$ cat src/rtl/core/emrt_pkg.sv
// ----------------------------------------------------------------------------
// emrt_pkg
// Shared types and codes of the exact-match route table: operation and
// status codes, field widths, and the controller/datapath interface structs.
// ----------------------------------------------------------------------------
package emrt_pkg;

	localparam int DEST_W    = 32;
	localparam int PLEN_W    = 6;
	localparam int GW_W      = 32;
	localparam int IFACE_W   = 8;
	localparam int STATUS_W  = 3;
	localparam int CMD_W     = 2;
	localparam int KEY_W     = DEST_W + PLEN_W;

	typedef enum logic [CMD_W-1:0] {
		CMD_INSERT = 2'd0,
		CMD_DELETE = 2'd1,
		CMD_UPDATE = 2'd2,
		CMD_LOOKUP = 2'd3
	} cmd_t;

	localparam logic [STATUS_W-1:0] ST_OK        = 3'd0;
	localparam logic [STATUS_W-1:0] ST_EXISTS    = 3'd1;
	localparam logic [STATUS_W-1:0] ST_NOT_FOUND = 3'd2;
	localparam logic [STATUS_W-1:0] ST_UNCHANGED = 3'd3;
	localparam logic [STATUS_W-1:0] ST_FULL      = 3'd4;

	// commands from the controller to the datapath
	typedef struct packed {
		logic clear_wr;
		logic capture;
		logic rd_en;
		logic commit;
	} emrt_ctl_t;

	// status from the datapath to the controller
	typedef struct packed {
		logic cnt_last;
	} emrt_sts_t;

endpackage

$ cat src/rtl/core/emrt_ctrl.sv
// ----------------------------------------------------------------------------
// emrt_ctrl
// Controller of the route table: clearing pass after reset, item accept,
// table scan, drain of the last read, and commit with result strobe.
// ----------------------------------------------------------------------------
module emrt_ctrl (
	input  logic              clk,
	input  logic              arst_n,
	input  logic              start,
	input  emrt_pkg::emrt_sts_t sts,
	output emrt_pkg::emrt_ctl_t ctl,
	output logic              busy,
	output logic              done
);
	import emrt_pkg::*;

	typedef enum logic [2:0] {
		S_CLEAR,
		S_IDLE,
		S_SCAN,
		S_DRAIN,
		S_COMMIT
	} state_t;

	state_t state_q;
	logic   done_q;

	always_ff @(posedge clk or negedge arst_n) begin
		if (!arst_n) begin
			state_q <= S_CLEAR;
			done_q  <= 1'b0;
		end else begin
			done_q <= 1'b0;
			case (state_q)
				S_CLEAR: begin
					if (sts.cnt_last) begin
						state_q <= S_IDLE;
					end
				end
				S_IDLE: begin
					if (start) begin
						state_q <= S_SCAN;
					end
				end
				S_SCAN: begin
					if (sts.cnt_last) begin
						state_q <= S_DRAIN;
					end
				end
				S_DRAIN: begin
					state_q <= S_COMMIT;
				end
				S_COMMIT: begin
					done_q  <= 1'b1;
					state_q <= S_IDLE;
				end
				default: begin
					state_q <= S_IDLE;
				end
			endcase
		end
	end

	always_comb begin
		ctl.clear_wr = (state_q == S_CLEAR);
		ctl.capture  = (state_q == S_IDLE) && start;
		ctl.rd_en    = (state_q == S_SCAN);
		ctl.commit   = (state_q == S_COMMIT);
	end

	assign busy = (state_q != S_IDLE);
	assign done = done_q;

endmodule

$ cat config.mk
export PLATFORM = sky130hd
export DESIGN_NAME = emrt_ctrl
export DESIGN_NICKNAME = d
export VERILOG_FILES = /design/src/rtl/core/emrt_pkg.sv /design/src/rtl/core/emrt_ctrl.sv
export SDC_FILE = /design/constraint.sdc
export NUM_CORES = 1
export LEC_CHECK = 0
export BUFFER_PORTS_ARGS = -buffer_cell sky130_fd_sc_hd__buf_4
export CORE_AREA = 2 2 39 41
export CTS_BUF_LIST = sky130_fd_sc_hd__clkbuf_16
export DETAILED_ROUTE_END_ITERATION = 10
export DIE_AREA = 0 0 41 43
export PLACE_DENSITY_LB_ADDON = 0.15
export SETUP_SLACK_MARGIN = 0.4
export SLEW_MARGIN = 15
export SYNTH_ARGS = -nofsm -noshare
export SYNTH_HDL_FRONTEND = slang
export SYNTH_SLANG_ARGS = --single-unit
$ cat constraint.sdc
create_clock -name clk -period 0.85 [get_ports clk]
set_input_delay 0.1275 -clock clk [delete_from_list [all_inputs] [get_ports clk]]
set_output_delay 0.1275 -clock clk [all_outputs]
set_load 0.03 [all_outputs]
==> results.yml <==
run_status:
  status: "finished with violations"
  failed_checks: "setup timing"
sta:
  layout_min_cycle_time_ps: 1320
  worst_pin_slew_ps: 214
  fmax_ghz: 0.756
  finalSetupViolations: 9
  finalCritPeriodShare: 1.56
  setup_ws_ps: -473
  fin_skew_ps: 1.50
  slew_viol_final: 0
  rsz0062_at_grt: "true"
  holdWs_ps: 246
  hold_viol: 0
  slew_headroom: 0.857
route:
  drtPass1Iterations: 1
  drtIter0Drc: 0
  ant_nets: 0
  wl_per_cell_um: 9.67
  vias_per_cell: 3.73
  postRouteWirelength_um: 464
  drc: 0
  via_count: 179
grt:
  grt_pass1_vias: 190
  gr-usage-met1: 0.0817
  antenna_found_initial: 0
  grt_pass1_wl_um: 793
  grtUsageMet3: 0.0628
  use_met2: 0.0875
  track_usage: 0.0747
  grt_start_max_net_pins: 6
  gr-total-overflow: 0
  busiest_layer: "met2"
floorplanning:
  die-width_um: 41
  core-area_sq_um: 1380
  die_y_um: 43
  start_util: 0.140
  num_rows: 14
  io_pins: 10
  dieArea_sq_um: 1760
clocking:
  root_buffer: "clkbuf_16"
  post_cts_buffers: 0
  clockBufferDepth: 2
  h-tree-depth: 1
  cts_tree: "done"
  clkSlewWorstSetupHoldPaths_ps: 30
  cts_buffers: 3
  clk_latency_ps: 220
  cts.sinks: 4
power_and_ir_drop:
  power_density_nw_per_um2: 4600
  p_leak_nw: 0.205
  vdd_drop_max_v: 0.00167
cells_and_area:
  nets: 38
  n_fill_cell: 139
  final_cell_mix: "buf_4, dfrtp_2, buf_6"
  multi_input_area_sq_um: 106
  area_growth_pct: 125
  drive_gt1_frac: 0.844
  final_area_sq_um: 437
  final_common_cell: "buf_4"
  antenna_cells: 0
  regArea_sq_um: 105
worst_setup_path:
  critical_path_class: "flip-flop to output port"
  arrival_ps: 1200
  required_ps: 720
  cp_max_fo: 4
  endpoint_kind: "output port"
  r2r_cells: 2
  start_kind: "flip-flop"
yosys:
  syn_area_per_cell_sq_um: 13.9
  synth_cell_types: 11
  ys_seq_area_frac: 0.516
  syn_nets: 18
  ys_ff_latch: 4
  synth_area_sq_um: 194
  yosys_warnings: 0
  syn_inst: 14
placement:
  placed_area_sq_um: 334
  globalplace.congestion: 0.644
  hpwlAfterDp_um: 370
  port_buffers: 9
  pre_cts_ws_ps: -245
flow_run:
  drv_cap: 0
min_path:
  min_path_type: "input pin to asynchronous set/reset pin"
## cell type report
cell class                      instances  share of cell area
Timing Repair Buffer                   15               0.298
Sequential cell                         4               0.241
Tap cell                               16              0.0458
Clock buffer                            3               0.172
Multi-Input combinational cell         10               0.244
## cells by family (layout without fill, tap and decap cells)
group,Yosys count,after routing,share of synthesized area
buffers and inverters,0,18,0
AOI/OAI and AO/OA,1,1,0.0452
DFF,4,4,0.516
and+or+nand+nor,9,9,0.439
## sequential cells by signal (all words and copies together), names as in the netlist
signal	flops
state_q	3
done	1
## cell usage after synthesis
library cell | count | area [sq um]
nor4bb_4 | 1 | 25.0
nor3b_1 | 1 | 7.51
nor2b_1 | 1 | 6.26
nor2_1 | 1 | 3.75
a211o_1 | 1 | 8.76
and3b_2 | 1 | 10.0
dfrtp_1 | 4 | 100
or2_1 | 1 | 6.26
nor3b_2 | 1 | 12.5
or3b_1 | 1 | 8.76
nor3_1 | 1 | 5.00
## routing by layer
layer,vias up,part of all wire
met1,85,0.38
met3,0,0.069
met4,0,0
met5,-,0
met2,5,0.55
li1,89,-
## worst max-delay path: stages, from the launching register on
cell	delay, ps
dfrtp_2	430
or3b_4	400
buf_6	140
## power breakdown
group	leakage, nW	internal, mW	switching, mW
combinational	0.122	0.493	0.404
clock	0.0370	0.600	0.123
sequential	0.0465	0.274	0.115
## timing repair
action	CTS	global route
hold buffers	1	0
hold endpoints to repair	4	0
endpoints found under the setup margin	10	10
pin swaps	1	1
resized for setup	4	1
## final timing paths
kind,slack [ps],end,from
max reg2reg,-130,state_q[0],state_q[0]
min in group clk,250,state_q[0],sts
max,-470,busy,state_q[2]
max in group asynchronous,490,state_q[0],arst_n
min,250,done,arst_n
min reg2reg,520,done,state_q[0]
## through the flow
stage	setup TNS, ps	cells	utilization	total power [mW]
after floorplan	-1660	14	-	0.827
after global placement	-1280	44	0.241	1.20
after detailed placement	-1320	44	0.241	1.20
after CTS	-2520	48	0.314	2.01
after global routing	-2790	48	0.316	2.11
final	-2450	48	0.316	2.01
(Power assumes the default switching activity.)
